[src/rtl/i2cebas_pkg.sv]
`timescale 1ns / 1ps

package i2cebas_pkg;

  // Field widths
  localparam int ADDR_BITS   = 16;
  localparam int RETRY_BITS  = 4;
  localparam int IN_DATA_W   = 48;
  localparam int OUT_DATA_W  = 24;

  // Reset value of the retry limit
  localparam logic [RETRY_BITS-1:0] MAX_RETRIES_RST = 4'd5;

  // Input item kinds (carried in s_tuser)
  localparam logic [1:0] CMD_WRITE = 2'd0;
  localparam logic [1:0] CMD_READ  = 2'd1;
  localparam logic [1:0] CMD_EVENT = 2'd2;

  // Bus engine status codes, low three bits masked off
  localparam logic [7:0] STATUS_MASK   = 8'hF8;
  localparam logic [7:0] ST_START      = 8'h08;
  localparam logic [7:0] ST_REP_START  = 8'h10;
  localparam logic [7:0] ST_MT_SLA_ACK = 8'h18;
  localparam logic [7:0] ST_MT_SLA_NAK = 8'h20;
  localparam logic [7:0] ST_MT_DAT_ACK = 8'h28;
  localparam logic [7:0] ST_ARB_LOST   = 8'h38;
  localparam logic [7:0] ST_MR_SLA_ACK = 8'h40;
  localparam logic [7:0] ST_MR_SLA_NAK = 8'h48;
  localparam logic [7:0] ST_MR_DAT_NAK = 8'h58;

  // Actions issued to the bus engine (carried in m_tuser)
  localparam logic [2:0] ACT_START = 3'd0;
  localparam logic [2:0] ACT_SEND  = 3'd1;
  localparam logic [2:0] ACT_RECV  = 3'd2;
  localparam logic [2:0] ACT_STOP  = 3'd3;
  localparam logic [2:0] ACT_DONE  = 3'd4;

  // One result item
  typedef struct packed {
    logic [2:0] action;
    logic [7:0] tx_byte;
    logic       success;
    logic [7:0] read_byte;
    logic       last;
  } result_t;

  // All results caused by one input item (one or two)
  typedef struct packed {
    result_t r0;
    result_t r1;
    logic    two;
  } result_pair_t;

endpackage

[src/rtl/i2cebas_seq.sv]
`timescale 1ns / 1ps

module i2cebas_seq (
  input  logic                                   clk,
  input  logic                                   rst,
  input  logic                                   cfg_valid,
  input  logic [i2cebas_pkg::RETRY_BITS-1:0]     cfg_data,
  input  logic                                   accept,
  input  logic [1:0]                             cmd,
  input  logic [i2cebas_pkg::ADDR_BITS-1:0]      mem_addr,
  input  logic [3:0]                             dev_code,
  input  logic [2:0]                             chip_sel,
  input  logic [7:0]                             wr_data,
  input  logic [7:0]                             bus_status,
  input  logic [7:0]                             rx_data,
  output logic                                   push,
  output i2cebas_pkg::result_pair_t              pair
);

  typedef enum logic [3:0] {
    PH_IDLE, PH_START, PH_SLAW, PH_ADDRH, PH_ADDRL,
    PH_DATA, PH_RSTART, PH_SLAR, PH_RX
  } phase_t;

  phase_t                                phase, phase_next;
  logic [i2cebas_pkg::RETRY_BITS-1:0]    max_retries;
  logic [i2cebas_pkg::RETRY_BITS-1:0]    attempt, attempt_next;
  logic                                  is_read, is_read_next;
  logic [i2cebas_pkg::ADDR_BITS-1:0]     addr_latch, addr_latch_next;
  logic [6:0]                            slave_latch, slave_latch_next;
  logic [7:0]                            data_latch, data_latch_next;
  logic [7:0]                            st;
  logic [7:0]                            sla;
  logic                                  can_retry;

  function automatic i2cebas_pkg::result_t mk(input logic [2:0] act, input logic [7:0] tx,
                                              input logic ok, input logic [7:0] rd,
                                              input logic lst);
    i2cebas_pkg::result_t r;
    r.action    = act;
    r.tx_byte   = tx;
    r.success   = ok;
    r.read_byte = rd;
    r.last      = lst;
    return r;
  endfunction

  // Optional stop, then the finished report
  function automatic i2cebas_pkg::result_pair_t finish(input logic more, input logic ok,
                                                       input logic [7:0] rd);
    i2cebas_pkg::result_pair_t p;
    i2cebas_pkg::result_t      done;
    done = mk(i2cebas_pkg::ACT_DONE, 8'd0, ok, rd, 1'b1);
    if (more) begin
      p.r0  = mk(i2cebas_pkg::ACT_STOP, 8'd0, 1'b0, 8'd0, 1'b0);
      p.r1  = done;
      p.two = 1'b1;
    end else begin
      p.r0  = done;
      p.r1  = done;
      p.two = 1'b0;
    end
    return p;
  endfunction

  function automatic i2cebas_pkg::result_pair_t single(input i2cebas_pkg::result_t r);
    i2cebas_pkg::result_pair_t p;
    p.r0  = r;
    p.r1  = r;
    p.two = 1'b0;
    return p;
  endfunction

  assign st        = bus_status & i2cebas_pkg::STATUS_MASK;
  assign sla       = {slave_latch, 1'b0};
  assign can_retry = attempt < max_retries;

  // Next state and results for one transfer
  always_comb begin
    phase_next       = phase;
    attempt_next     = attempt;
    is_read_next     = is_read;
    addr_latch_next  = addr_latch;
    slave_latch_next = slave_latch;
    data_latch_next  = data_latch;
    push             = 1'b0;
    pair             = single(mk(i2cebas_pkg::ACT_START, 8'd0, 1'b0, 8'd0, 1'b1));

    if (accept && (cmd == i2cebas_pkg::CMD_WRITE || cmd == i2cebas_pkg::CMD_READ)) begin
      if (phase == PH_IDLE) begin
        is_read_next     = (cmd == i2cebas_pkg::CMD_READ);
        addr_latch_next  = mem_addr;
        slave_latch_next = {dev_code, chip_sel};
        data_latch_next  = (cmd == i2cebas_pkg::CMD_WRITE) ? wr_data : 8'd0;
        attempt_next     = '0;
        phase_next       = PH_START;
        push             = 1'b1;
      end
    end else if (accept && cmd == i2cebas_pkg::CMD_EVENT && phase != PH_IDLE) begin
      push = 1'b1;
      case (phase)
        PH_START, PH_RSTART: begin
          if (st == i2cebas_pkg::ST_ARB_LOST) begin
            if (can_retry) begin
              attempt_next = attempt + 4'd1;
              phase_next   = PH_START;
            end else begin
              pair       = single(mk(i2cebas_pkg::ACT_DONE, 8'd0, 1'b0, 8'd0, 1'b1));
              phase_next = PH_IDLE;
            end
          end else if (st != i2cebas_pkg::ST_START && st != i2cebas_pkg::ST_REP_START) begin
            pair       = finish(can_retry, 1'b0, 8'd0);
            phase_next = PH_IDLE;
          end else if (phase == PH_START) begin
            pair       = single(mk(i2cebas_pkg::ACT_SEND, sla, 1'b0, 8'd0, 1'b1));
            phase_next = PH_SLAW;
          end else begin
            pair       = single(mk(i2cebas_pkg::ACT_SEND, sla | 8'd1, 1'b0, 8'd0, 1'b1));
            phase_next = PH_SLAR;
          end
        end
        PH_SLAW, PH_SLAR: begin
          if (st == i2cebas_pkg::ST_ARB_LOST ||
              (phase == PH_SLAW && st == i2cebas_pkg::ST_MT_SLA_NAK) ||
              (phase == PH_SLAR && st == i2cebas_pkg::ST_MR_SLA_NAK)) begin
            if (can_retry) begin
              attempt_next = attempt + 4'd1;
              phase_next   = PH_START;
            end else begin
              pair       = single(mk(i2cebas_pkg::ACT_DONE, 8'd0, 1'b0, 8'd0, 1'b1));
              phase_next = PH_IDLE;
            end
          end else if (phase == PH_SLAW && st == i2cebas_pkg::ST_MT_SLA_ACK) begin
            pair       = single(mk(i2cebas_pkg::ACT_SEND, addr_latch[15:8], 1'b0, 8'd0, 1'b1));
            phase_next = PH_ADDRH;
          end else if (phase == PH_SLAR && st == i2cebas_pkg::ST_MR_SLA_ACK) begin
            pair       = single(mk(i2cebas_pkg::ACT_RECV, 8'd0, 1'b0, 8'd0, 1'b1));
            phase_next = PH_RX;
          end else begin
            pair       = finish(can_retry, 1'b0, 8'd0);
            phase_next = PH_IDLE;
          end
        end
        PH_ADDRH: begin
          if (st != i2cebas_pkg::ST_MT_DAT_ACK) begin
            pair       = finish(can_retry, 1'b0, 8'd0);
            phase_next = PH_IDLE;
          end else begin
            pair       = single(mk(i2cebas_pkg::ACT_SEND, addr_latch[7:0], 1'b0, 8'd0, 1'b1));
            phase_next = PH_ADDRL;
          end
        end
        PH_ADDRL: begin
          if (st != i2cebas_pkg::ST_MT_DAT_ACK) begin
            pair       = finish(can_retry, 1'b0, 8'd0);
            phase_next = PH_IDLE;
          end else if (!is_read) begin
            pair       = single(mk(i2cebas_pkg::ACT_SEND, data_latch, 1'b0, 8'd0, 1'b1));
            phase_next = PH_DATA;
          end else begin
            phase_next = PH_RSTART;
          end
        end
        PH_DATA: begin
          pair       = finish(can_retry, st == i2cebas_pkg::ST_MT_DAT_ACK, 8'd0);
          phase_next = PH_IDLE;
        end
        PH_RX: begin
          if (st != i2cebas_pkg::ST_MR_DAT_NAK) begin
            pair = finish(can_retry, 1'b0, 8'd0);
          end else begin
            data_latch_next = rx_data;
            pair            = finish(can_retry, 1'b1, is_read ? rx_data : 8'd0);
          end
          phase_next = PH_IDLE;
        end
        default: begin
          push       = 1'b0;
          phase_next = PH_IDLE;
        end
      endcase
    end
  end

  // Hold sequence state and the retry limit
  always_ff @(posedge clk) begin
    if (rst) begin
      phase       <= PH_IDLE;
      attempt     <= '0;
      is_read     <= 1'b0;
      addr_latch  <= '0;
      slave_latch <= '0;
      data_latch  <= '0;
      max_retries <= i2cebas_pkg::MAX_RETRIES_RST;
    end else begin
      phase       <= phase_next;
      attempt     <= attempt_next;
      is_read     <= is_read_next;
      addr_latch  <= addr_latch_next;
      slave_latch <= slave_latch_next;
      data_latch  <= data_latch_next;
      if (cfg_valid) begin
        max_retries <= cfg_data;
      end
    end
  end

`ifndef SYNTHESIS
  a_two_is_stop_done: assert property (@(posedge clk) disable iff (rst)
    push && pair.two |-> pair.r0.action == i2cebas_pkg::ACT_STOP && !pair.r0.last &&
                         pair.r1.action == i2cebas_pkg::ACT_DONE && pair.r1.last)
    else $error("two-result transfer is not stop then finished");
  a_single_last: assert property (@(posedge clk) disable iff (rst)
    push && !pair.two |-> pair.r0.last)
    else $error("single result without last");
  a_tx_only_send: assert property (@(posedge clk) disable iff (rst)
    push && pair.r0.action != i2cebas_pkg::ACT_SEND |-> pair.r0.tx_byte == 8'd0)
    else $error("tx byte set on a non-send action");
  a_request_starts: assert property (@(posedge clk) disable iff (rst)
    accept && phase == PH_IDLE &&
    (cmd == i2cebas_pkg::CMD_WRITE || cmd == i2cebas_pkg::CMD_READ)
    |=> phase == PH_START && attempt == '0)
    else $error("request did not start a fresh sequence");
`endif

endmodule

[src/rtl/i2cebas_outq.sv]
`timescale 1ns / 1ps

module i2cebas_outq #(
  parameter int DEPTH = 2
) (
  input  logic                                  clk,
  input  logic                                  rst,
  input  logic                                  push,
  input  i2cebas_pkg::result_pair_t             pair,
  output logic                                  ready,
  output logic                                  m_tvalid,
  input  logic                                  m_tready,
  output logic [i2cebas_pkg::OUT_DATA_W-1:0]    m_tdata,
  output logic [2:0]                            m_tuser,
  output logic                                  m_tlast
);

  localparam int PW = (DEPTH > 1) ? $clog2(DEPTH) : 1;
  localparam int CW = $clog2(DEPTH + 1);

  i2cebas_pkg::result_pair_t mem [DEPTH];
  logic [PW-1:0]             wr_ptr, rd_ptr;
  logic [CW-1:0]             count;
  logic                      sub;
  i2cebas_pkg::result_pair_t head;
  i2cebas_pkg::result_t      cur;
  logic                      xfer, pop;

  assign head     = mem[rd_ptr];
  assign cur      = sub ? head.r1 : head.r0;
  assign m_tvalid = (count != '0);
  assign ready    = (count < CW'(DEPTH));
  assign xfer     = m_tvalid && m_tready;
  assign pop      = xfer && (sub || !head.two);

  assign m_tdata = {7'd0, cur.read_byte, cur.success, cur.tx_byte};
  assign m_tuser = cur.action;
  assign m_tlast = cur.last;

  // Store result groups
  always_ff @(posedge clk) begin
    if (push) begin
      mem[wr_ptr] <= pair;
    end
  end

  // Advance pointers, fill count and the second-result marker
  always_ff @(posedge clk) begin
    if (rst) begin
      wr_ptr <= '0;
      rd_ptr <= '0;
      count  <= '0;
      sub    <= 1'b0;
    end else begin
      if (push) begin
        wr_ptr <= (wr_ptr == PW'(DEPTH - 1)) ? '0 : wr_ptr + PW'(1);
      end
      if (pop) begin
        rd_ptr <= (rd_ptr == PW'(DEPTH - 1)) ? '0 : rd_ptr + PW'(1);
        sub    <= 1'b0;
      end else if (xfer) begin
        sub <= 1'b1;
      end
      if (push && !pop) begin
        count <= count + CW'(1);
      end else if (pop && !push) begin
        count <= count - CW'(1);
      end
    end
  end

`ifndef SYNTHESIS
  a_no_overflow: assert property (@(posedge clk) disable iff (rst)
    push |-> count < CW'(DEPTH))
    else $error("result queue overflow");
  a_sub_needs_two: assert property (@(posedge clk) disable iff (rst)
    sub |-> m_tvalid && head.two)
    else $error("second result selected on a single-result group");
  a_pop_drops_count: assert property (@(posedge clk) disable iff (rst)
    pop && !push |=> count == $past(count) - CW'(1))
    else $error("fill count did not drop on pop");
`endif

endmodule

[src/rtl/i2c_eeprom_byte_access_sequencer.sv]
`timescale 1ns / 1ps

// Single-byte random read/write sequencer for a 16-bit-address I2C memory.
// Slave channel (s_*): requests (write or read, kind in s_tuser) and status
// events from the bus engine. Master channel (m_*): actions for the bus
// engine (start, send byte, receive with NACK, stop) and a finished report;
// m_tlast marks the last result caused by one input transfer.
// cfg_*: writes the retry limit (highest attempt index); always ready.
// Each result is registered in the result queue before it appears on m_*.
// Throughput: one input transfer per cycle while the output keeps up; an
// input that ends a sequence with a stop yields two results, each taking
// its own output transfer. The result queue holds OUT_DEPTH result groups;
// s_tready drops only when that queue is full, so a stalled receiver
// backs up into the slave channel with no loss.
// Reset (rst, synchronous): sequencer idle, queue empty, retry limit 5.
// Requests during a sequence, events while idle and the unused kind are
// accepted and dropped with no result.
module i2c_eeprom_byte_access_sequencer #(
  parameter int OUT_DEPTH = 2
) (
  input  logic                                  clk,
  input  logic                                  rst,
  // mem_addr[15:0], dev_code[19:16], chip_sel[22:20], wr_data[30:23],
  // bus_status[38:31], rx_data[46:39], zero pad[47]
  input  logic [i2cebas_pkg::IN_DATA_W-1:0]     s_tdata,
  // cmd[1:0]
  input  logic [1:0]                            s_tuser,
  input  logic                                  s_tvalid,
  output logic                                  s_tready,
  // tx_byte[7:0], success[8], read_byte[16:9], zero pad[23:17]
  output logic [i2cebas_pkg::OUT_DATA_W-1:0]    m_tdata,
  // bus_action[2:0]
  output logic [2:0]                            m_tuser,
  output logic                                  m_tlast,
  output logic                                  m_tvalid,
  input  logic                                  m_tready,
  input  logic                                  cfg_valid,
  output logic                                  cfg_ready,
  input  logic [i2cebas_pkg::RETRY_BITS-1:0]    cfg_data
);

  logic                      accept;
  logic                      push;
  i2cebas_pkg::result_pair_t pair;

  assign cfg_ready = 1'b1;
  assign accept    = s_tvalid && s_tready;

  i2cebas_seq u_seq (
    .clk        (clk),
    .rst        (rst),
    .cfg_valid  (cfg_valid),
    .cfg_data   (cfg_data),
    .accept     (accept),
    .cmd        (s_tuser),
    .mem_addr   (s_tdata[15:0]),
    .dev_code   (s_tdata[19:16]),
    .chip_sel   (s_tdata[22:20]),
    .wr_data    (s_tdata[30:23]),
    .bus_status (s_tdata[38:31]),
    .rx_data    (s_tdata[46:39]),
    .push       (push),
    .pair       (pair)
  );

  i2cebas_outq #(
    .DEPTH (OUT_DEPTH)
  ) u_outq (
    .clk      (clk),
    .rst      (rst),
    .push     (push),
    .pair     (pair),
    .ready    (s_tready),
    .m_tvalid (m_tvalid),
    .m_tready (m_tready),
    .m_tdata  (m_tdata),
    .m_tuser  (m_tuser),
    .m_tlast  (m_tlast)
  );

endmodule

[config.mk]
export PLATFORM = sky130hd
export DESIGN_NAME = i2c_eeprom_byte_access_sequencer
export DESIGN_NICKNAME = d
export VERILOG_FILES = /design/src/rtl/i2cebas_pkg.sv /design/src/rtl/i2cebas_seq.sv /design/src/rtl/i2cebas_outq.sv /design/src/rtl/i2c_eeprom_byte_access_sequencer.sv
export SDC_FILE = /design/constraint.sdc
export NUM_CORES = 1
export LEC_CHECK = 0
export ABC_AREA = 1
export BUFFER_PORTS_ARGS = -buffer_cell sky130_fd_sc_hd__buf_2
export CORE_ASPECT_RATIO = 1.2
export CORE_MARGIN = 1.5
export CORE_UTILIZATION = 25
export CTS_BUF_LIST = sky130_fd_sc_hd__clkbuf_4
export DETAILED_ROUTE_END_ITERATION = 8
export PLACE_DENSITY = 0.41
export SETUP_SLACK_MARGIN = 0.15
export SLEW_MARGIN = 5
export SYNTH_ARGS = -nofsm -noshare
export SYNTH_HDL_FRONTEND = slang
export SYNTH_SLANG_ARGS = --single-unit
[constraint.sdc]
create_clock -name clk -period 2.8 [get_ports clk]
set_input_delay 0.14 -clock clk [delete_from_list [all_inputs] [get_ports clk]]
set_output_delay 0.14 -clock clk [all_outputs]
set_load 0.02 [all_outputs]
# Word level (Yosys, flattened, before mapping)

Memory sizes are Yosys's and may differ from the RTL's. A register that Yosys moved wholly into a read port is not among the register bits.
Index checks and enable logic that the tools add are counted.

Register bits: 49
Memory bits (writable): 86
Output and inout bits: 31
Logic and storage cells: 137
Memories: 1

$add $sub $neg: 5
Order comparisons: 2
Equality and inequality tests: 24
Muxes and demuxes: 58
Reductions and logical operators: 36

Memories:

| name       | words | width | rd ports | clocked after memory_dff | wr ports | line               | source |
|---|---|---|---|---|---|---|---|
| u_outq.mem | 2     | 43    | 1        | 1                        | 1        | i2cebas_outq.sv:21 | `i2cebas_pkg::result_pair_t mem [DEPTH];` |

Operators by type and width:

| cell                 | count |
|---|---|
| $mux W43             | 14 |
| $pmux W43 S6         | 1 |
| $mux W4              | 15 |
| $mux W8              | 7 |
| $mux W41             | 1 |
| $mux W33             | 1 |
| $mux W21             | 1 |
| $eq A4 B3 Y1 const B | 4 |
| $pmux W4 S4          | 1 |
| $eq A5 B3 Y1 const B | 3 |
| $logic_and A1 B1 Y1  | 13 |
| $mux W1              | 11 |
| $eq A5 B4 Y1 const B | 2 |
| $eq A4 B2 Y1 const B | 2 |
| $pmux W4 S2          | 1 |
| $reduce_bool A2 Y1   | 4 |
| $reduce_or A8 Y1     | 1 |
| $mux W2              | 3 |
| $mux W3              | 2 |
| $ne A3 B1 Y1 const B | 2 |
| $reduce_or A2 Y1     | 3 |
| $eq A5 B2 Y1 const B | 1 |
| $ne A5 B1 Y1 const B | 1 |
| $ne A5 B2 Y1 const B | 1 |
| 23 further kinds     | 30 |

# Longest topological paths before layout

Gate-level depths: netlist (run 1).

Word-level depth: 10
Depth in mapped cells: 11

# Cells and area by module

Synthesis (run 1) repeated with hierarchy kept, for this count alone.

Cell total of the unflattened synthesis: 704
Area, all modules: 6288.5 um^2

Modules (own cells, without submodules):

| module                           | instances | cells an instance | area each (um^2) | sequential area each (um^2) |
|---|---|---|---|---|
| i2cebas_outq                     | 1         | 257               | 3550.9           | 2702.6 |
| i2cebas_seq                      | 1         | 443               | 2718.9           | 880.8 |
| i2c_eeprom_byte_access_sequencer | 1         | 4                 | 18.8             | 0.0 |

# Worst setup path after synthesis (run 1)

OpenSTA, ideal clock, no wires.

Kind: reg2reg
Start: reg u_seq.phase[0]
End: mem u_outq.mem[1][0] (netlist bit), enable pin
Library setup time: 0.427 ns
Arrival time: 2.518 ns
Setup slack: -0.145 ns
Cell stages (with the launch flop): 8
Period minus slack after synthesis: 2.945 ns
Cell sequence: dfxtp_1 > nor2_2 > nand2_4 > nor2_8 > inv_1 > nand2_1 > inv_1 > nor2_1

Cells in the longest elaborated chain, start to end: 7
Elaborated cells on any way between the ends: 18
Those cells by class: eq/ne (8); mux (6); reduce/logical (4)

RTL lines:

| item                                 | line                                   | source |
|---|---|---|
| start, declared                      | i2cebas_seq.sv:25                      | `phase_t phase, phase_next;` |
| start signal, assigned               | i2cebas_seq.sv:196                     | `phase <= phase_next;` |
| $eq A4 B3 Y1 (tied with other cells) | i2cebas_seq.sv:101                     | `case (phase)` |
| $reduce_or A8 Y1 (no line)           | n/a                                    |  |
| $mux W1                              | i2cebas_seq.sv:101                     |  |
| $mux W1                              | i2cebas_seq.sv:99                      | `end else if (accept && cmd == i2cebas_pkg::CMD_EVENT && phase != PH_IDLE) begin` |
| $mux W1 *                            | i2cebas_seq.sv:89                      | `if (accept && (cmd == i2cebas_pkg::CMD_WRITE \|\| cmd == i2cebas_pkg::CMD_READ)) begin` |
| named net push                       | i2c_eeprom_byte_access_sequencer.sv:43 | `logic push;` |
| $mux W1 *                            | i2cebas_outq.sv:42                     | `if (push) begin` |
| $mux W1 (not written as such) *      | i2cebas_outq.sv:43                     | `mem[wr_ptr] <= pair;` |
| end, declared                        | i2cebas_outq.sv:21                     |  |

The timed path passes the listed nets; every way through them passes the cells marked *.

==> results of run 1 <==
## state kept, by name, indices dropped and copies added, names as in the netlist, 2 cells and up, named ones only
register / flops
u_outq.mem: 68
u_seq.addr_latch: 16
u_seq.data_latch: 8
u_seq.slave_latch: 7
u_seq.attempt: 4
u_seq.max_retries: 4
u_seq.phase: 4
u_outq.count: 2
## power by group
group          switching (mW)  leakage [nW]  internal, mW
logic                   0.568          1.75         0.306
registers              0.0581          1.05          1.95
clock network           0.683         0.140         0.531
## what timing repair did
item / in CTS / in global routing
endpoints found under the setup margin: 0 / 6
endpoints found under the hold margin: 67 / 0
gates resized for setup: 0 / 3
buffers inserted: 0 / 2
hold buffers: 58 / 0
## final cells by class
| type | instances | area share, % |
|---|---|---|
| flip-flops and latches | 118 | 42.4 |
| multi-input cells | 440 | 30.1 |
| repair buffers | 152 | 15.5 |
| well taps | 274 | 4.78 |
| inverters | 60 | 3.21 |
| clock inverters | 15 | 2.18 |
| clock buffers | 17 | 1.78 |
| diodes | 1 | 0.0349 |
## worst register-to-register path, cell delays in order (launching register included)
cell and delay [ns]:
dfxtp_1 0.38, nor2_2 0.21, nand2_4 0.10, nor2_8 0.12, buf_6 0.21, nor2_4 0.08, inv_2 0.07, nand2_1 0.08
inv_4 0.15, o21ai_0 0.10, a31oi_1 0.18, dlygate4sd3_1 0.57
## per-layer routing
metal	vias to the layer above	track usage [%]
met2	102	24.2
met3	26	3.08
li1	2459	-
met1	2237	17.5
met4	0	5.97
met5	-	0
## kinds of logic (layout without fill, tap and decap cells)
family	count (synthesis)	after routing	share of synthesized area [%]
xor gates and xnor gates	2	2	0.315
AOI/OAI and AO/OA	130	130	13.1
DFF	118	118	54.6
buffers and inverters	93	244	7.19
and+or+nand+nor	295	295	23.5
other	2	9	0.135
adders and majority gates	5	5	1.12
## placed cells by master (no fill, tap or decap), types with 11 or more instances in the layout
master         count
buf_4             15
o21ai_0           69
inv_1             53
nor2_1            98
a21oi_1           25
nand2_1          128
edfxtp_1          68
nand3_1           18
clkbuf_4          17
dfxtp_1           50
dlygate4sd3_1     58
o22ai_1           12
buf_2             77
a31oi_1           11
## worst paths after layout
| path | startpoint | to | slack (ns) |
|---|---|---|---|
| max | rst | u_seq.max_retries[3] | 0.32 |
| min | s_tdata[42] | u_outq.mem[1][26] | 0.05 |
| max reg2reg | u_seq.phase[0] | u_seq.data_latch[3] | 0.47 |
| min reg2reg | u_outq.rd_ptr | u_outq.rd_ptr | 0.48 |
==> impl_metrics.ini, run 1 <==
[status]
status = finished, violations left
violations = DRC

[drt]
top_layer_used = met4
viasPerCell = 4.48
wire_per_inst_um = 15.1
ant_nets = 0
num_vias = 4824
wl_met1_um = 7280
drt_iter0_drc = 308
drc = 4
wl_um = 16300
firstDrtPassIters = 7
met2_length_um = 7890
wl_met3_um = 661

[setup_path]
cp_cell_sequence = dlygate4sd3_1, buf_2, inv_1, o21ai_0, dlygate4sd3_1, a21oi_1, dlygate4sd3_1
crit_slowest_cell = dlygate4sd3_1
crit_type = input port to register
worst-path-stages = 7
max_stage_delay_ns = 0.61
r2r_cells = 11
worst_setup_path_end_kind = register
cp-start-kind = input port
critPathRequiredTime_ns = 3.29
cp_max_fo = 26
cpMostUsedCell = dlygate4sd3_1
crit_family = buffers and inverters
worstPathArrival_ns = 2.97
cp_num_buf_inv = 5

[run]
cap_violations = 0

[timing]
finalSetupViolCount = 0
maxSlewViolCount = 0
grt_setup_unrepaired = false
slew_headroom_pct = 47.8
timing.final.crit_share_pct = 88.7
hold_slack_ns = 0.0492
max_freq_mhz = 403
finalSetupTns_ns = 0
finalCriticalPeriod_ns = 2.48
setup_ws_ns = 0.318
hold_viol = 0
max_slew.worst_pin.slew_ns = 0.783
clock_skew_ns = 0.0182

[clock_tree]
clockBufferDepth = 2
clkTransAtPathRegs_ns = 0.12
cts_tree = yes
cts_buffers = 17
clk_latency_ns = 0.54
htree_num_levels = 4
cts-root-buf = clkbuf_4
cts_sinks = 118

[placement]
dp_slack_ns = 0.583
placed_cell_area_um2 = 6280
dpl.hpwl_um = 11500
portBuffers = 77
gp_congestion = 0.839
placed_cells = 984

[synthesis]
yosysTopAreaCellShare_pct = 36.7
avgSynthCellArea_um2 = 8.64
syn_area_um2 = 5570
synth_warnings = 0
synthFlopType = edfxtp_1
ys_seq_area_share_pct = 54.6
yosys-top-cells-count = 128 x nand2_1, 100 x nor2_1, 69 x o21ai_0
syn_inst = 645
yosysMostFrequentCell = nand2_1
synth-seq-cells = 118
synth_edf_count = 68
async_flop_share_pct = 0
synth_top_cell_by_area = edfxtp_1
synth.distinct_cells = 40
synth.top_cells.by_area = edfxtp_1 37%, dfxtp_1 18%, nand2_1 8.6%, nor2_1 6.7%, o21ai_0 6.2%

[layout]
nets = 853
fillers = 2269
drive_gt1_share_pct = 19.7
utilization_pct = 32.9
stdcell_count = 1077
multi_input_area_um2 = 2160
design_area_um2 = 7170
area_growth_pct = 28.8
seq_area_um2 = 3040

[floorplan]
start_util_pct = 25.6
fp-row-count = 59
core_area_um2 = 21800
die_h_um = 167
dieArea_um2 = 23200
die_w_um = 139
num_io_pins = 90

[power_and_ir_drop]
p_total_mw = 4.10
p_leak_nw = 2.94
vdd_drop_max_v = 0.000208
p_per_area_nw_per_um2 = 572

[global_routing]
antenna_found_initial = 1
grt_pass1_vias = 4748
grt_max_degree = 36
grtUsageTotal_pct = 14.3
grt_pass1_wl_um = 25400
grt-ovfl-total = 0

[worst_hold_path]
holdPathStages = 3
hold_path.class = input port to register
Note: power is estimated with default switching activity, not from simulation.
==> inputs of run 2 (changes only) <==
REMOVE_ABC_BUFFERS = 1   (was not set)
==> run 2 against run 1 <==
Against the previous run: largest power group unchanged; combinational power down 1%; sequential share of layout area increased by 0.17 points; setup slack improved by 0.098 ns; global-route usage decreased by 0.37 points; first-iteration DRC count fell by 14%; maximum frequency increased by 4.1%; the run still ends with DRC left; die area is the same; largest cell class unchanged.
==> impl_metrics.ini, run 2 (synthesis results as in run 1) <==
[setup_path]
critPathRequiredTime_ns = 3.27
r2r_cells = 11
worstPathArrival_ns = 2.85
r2r-start = u_seq.phase[0]
worst_setup_path_end_kind = register
reg2reg_to = u_seq.data_latch[4]
r2r_slack_ns = 0.42
cp-start-kind = register
cp_max_fo = 26
crit_type = register to register

[drt]
drc = 5
viasPerCell = 4.52
num_vias = 4869
ant_nets = 0
firstDrtPassIters = 7
wl_um = 15800
wire_per_inst_um = 14.6
drt_iter0_drc = 265

[floorplan]
num_io_pins = 90
core_area_um2 = 21800
dieArea_um2 = 23200
die_w_um = 139
start_util_pct = 25.6
fp-row-count = 59
die_h_um = 167

[placement]
dpl.hpwl_um = 10800
placed_cells = 985
gp_congestion = 0.813
placed_cell_area_um2 = 6270
portBuffers = 77

[worst_hold_path]
worstHoldStart = s_tdata[44]
hold_path.class = input port to register
holdPathEnd = u_outq.mem[0][28]
holdPathStages = 3

[clock_tree]
cts_buffers = 17
clkTransAtPathRegs_ns = 0.12
clockBufferDepth = 2
cts_tree = yes
cts-root-buf = clkbuf_4
cts_sinks = 118
htree_num_levels = 4
clk_latency_ns = 0.53

[timing]
max_slew.worst_pin.slew_ns = 0.630
slew_headroom_pct = 57.8
finalSetupViolCount = 0
grt_setup_unrepaired = false
maxSlewViolCount = 0
clock_skew_ns = 0.0233
timing.final.crit_share_pct = 85.2
hold_viol = 0
max_freq_mhz = 419
finalCriticalPeriod_ns = 2.38

[status]
violations = DRC
status = finished, violations left

[layout]
largest-register = u_outq.mem
layout_commonest_cell = nand2_1
area_growth_pct = 28.2
largest_reg_flops = 68
design_area_um2 = 7140
fillers = 2310
drive_gt1_share_pct = 19.2
stdcell_count = 1078
biggestRegsByFlops = u_outq.mem x68, u_seq.addr_latch x16, u_seq.data_latch x8
final_cell_mix = 128 x nand2_1, 98 x nor2_1, 77 x buf_2
utilization_pct = 32.8
nets = 854

[global_routing]
grt_pass1_wl_um = 25200
grt_pass1_vias = 4861
grt_max_degree = 37
antenna_found_initial = 1
grtUsageTotal_pct = 13.9
grt-ovfl-total = 0

[power_and_ir_drop]
p_per_area_nw_per_um2 = 567
vdd_drop_max_v = 0.000215
p_total_mw = 4.05
p_leak_nw = 2.95

[run]
cap_violations = 0
run 2: changes by cell type in the layout (fill, tap and decap cells not counted):
cell           delta
clkinv_1          +3
inv_6             -2
clkinvlp_4        -4
clkinv_2          +2
buf_12            -1
clkinv_4          -2
nand2_4           -1
inv_4             -1
nand2_2           +1
clkbuf_4          +3
dlygate4sd3_1     +2
inv_2             +1
run 2: worst max-delay path by stage:
stage | startpoint | cells after the start | to
after floorplan | u_outq.count[1] | 7 | u_outq.mem[1][0]
after global placement | register | 9 | u_outq.count[1]
after detailed placement | register | 9 | u_outq.count[1]
after CTS | u_seq.phase[0] | 11 | u_seq.data_latch[4]
after global routing | u_seq.phase[0] | 11 | u_seq.data_latch[3]
final | u_seq.phase[0] | 11 | u_seq.data_latch[4]
run 2: layout make-up:
cell class	count	area (um^2)	share of cell area (%)
multi-input combinational	440	2150	30.2
sequential	118	3040	42.6
antenna	1	2.50	0.0350
clock buffer	20	150	2.10
timing repair buffer	153	1110	15.5
inverter	60	228	3.19
clock inverter	12	113	1.58
tap	274	343	4.80
run 2: critical path: stages (launching register included):
cell and delay, ns:
dfxtp_1 0.39, nor2_2 0.23, nand2_4 0.11, nor2_8 0.12
buf_6 0.22, nor2_4 0.08, inv_2 0.08, nand2_1 0.06
inv_2 0.20, o21ai_0 0.12, a31oi_1 0.15, dlygate4sd3_1 0.57
run 2: where the power goes:
part | total, mW | switching, mW | internal, mW | leakage, nW
Clock | 1.18 | 0.634 | 0.543 | 0.149
Combinational | 0.863 | 0.558 | 0.306 | 1.75
Sequential | 2.01 | 0.0591 | 1.95 | 1.05
Total | 4.05 | 1.25 | 2.80 | 2.95
run 2: layer usage:
layer  track usage, %  wire (um)  share of wire (%)  up-vias
met1             17.5       7400                 47     2286
met2             23.8       7640                 48      109
met3             2.96        562                3.6       10
li1                 -          -                  -     2464
met5                0          0                  0        -
met4             4.35        149               0.95        0
run 2: repair_timing:
action / CTS / global route
endpoints found under the hold margin: 60 / 0
gates resized for setup: 0 / 1
setup buffers: 0 / 0
hold buffers: 60 / 0
endpoints found under the setup margin: 0 / 2
run 2: through the flow:
stage / hold WS, ns / TNS (ns) / setup slack, ns
floorplan: 0.209 / -36.38 / -0.545
global placement: 0.356 / 0 / 0.698
detailed placement: 0.366 / 0 / 0.692
CTS: 0.000218 / 0 / 0.352
global route: 0.00328 / 0 / 0.207
finish: 0.0492 / 0 / 0.416
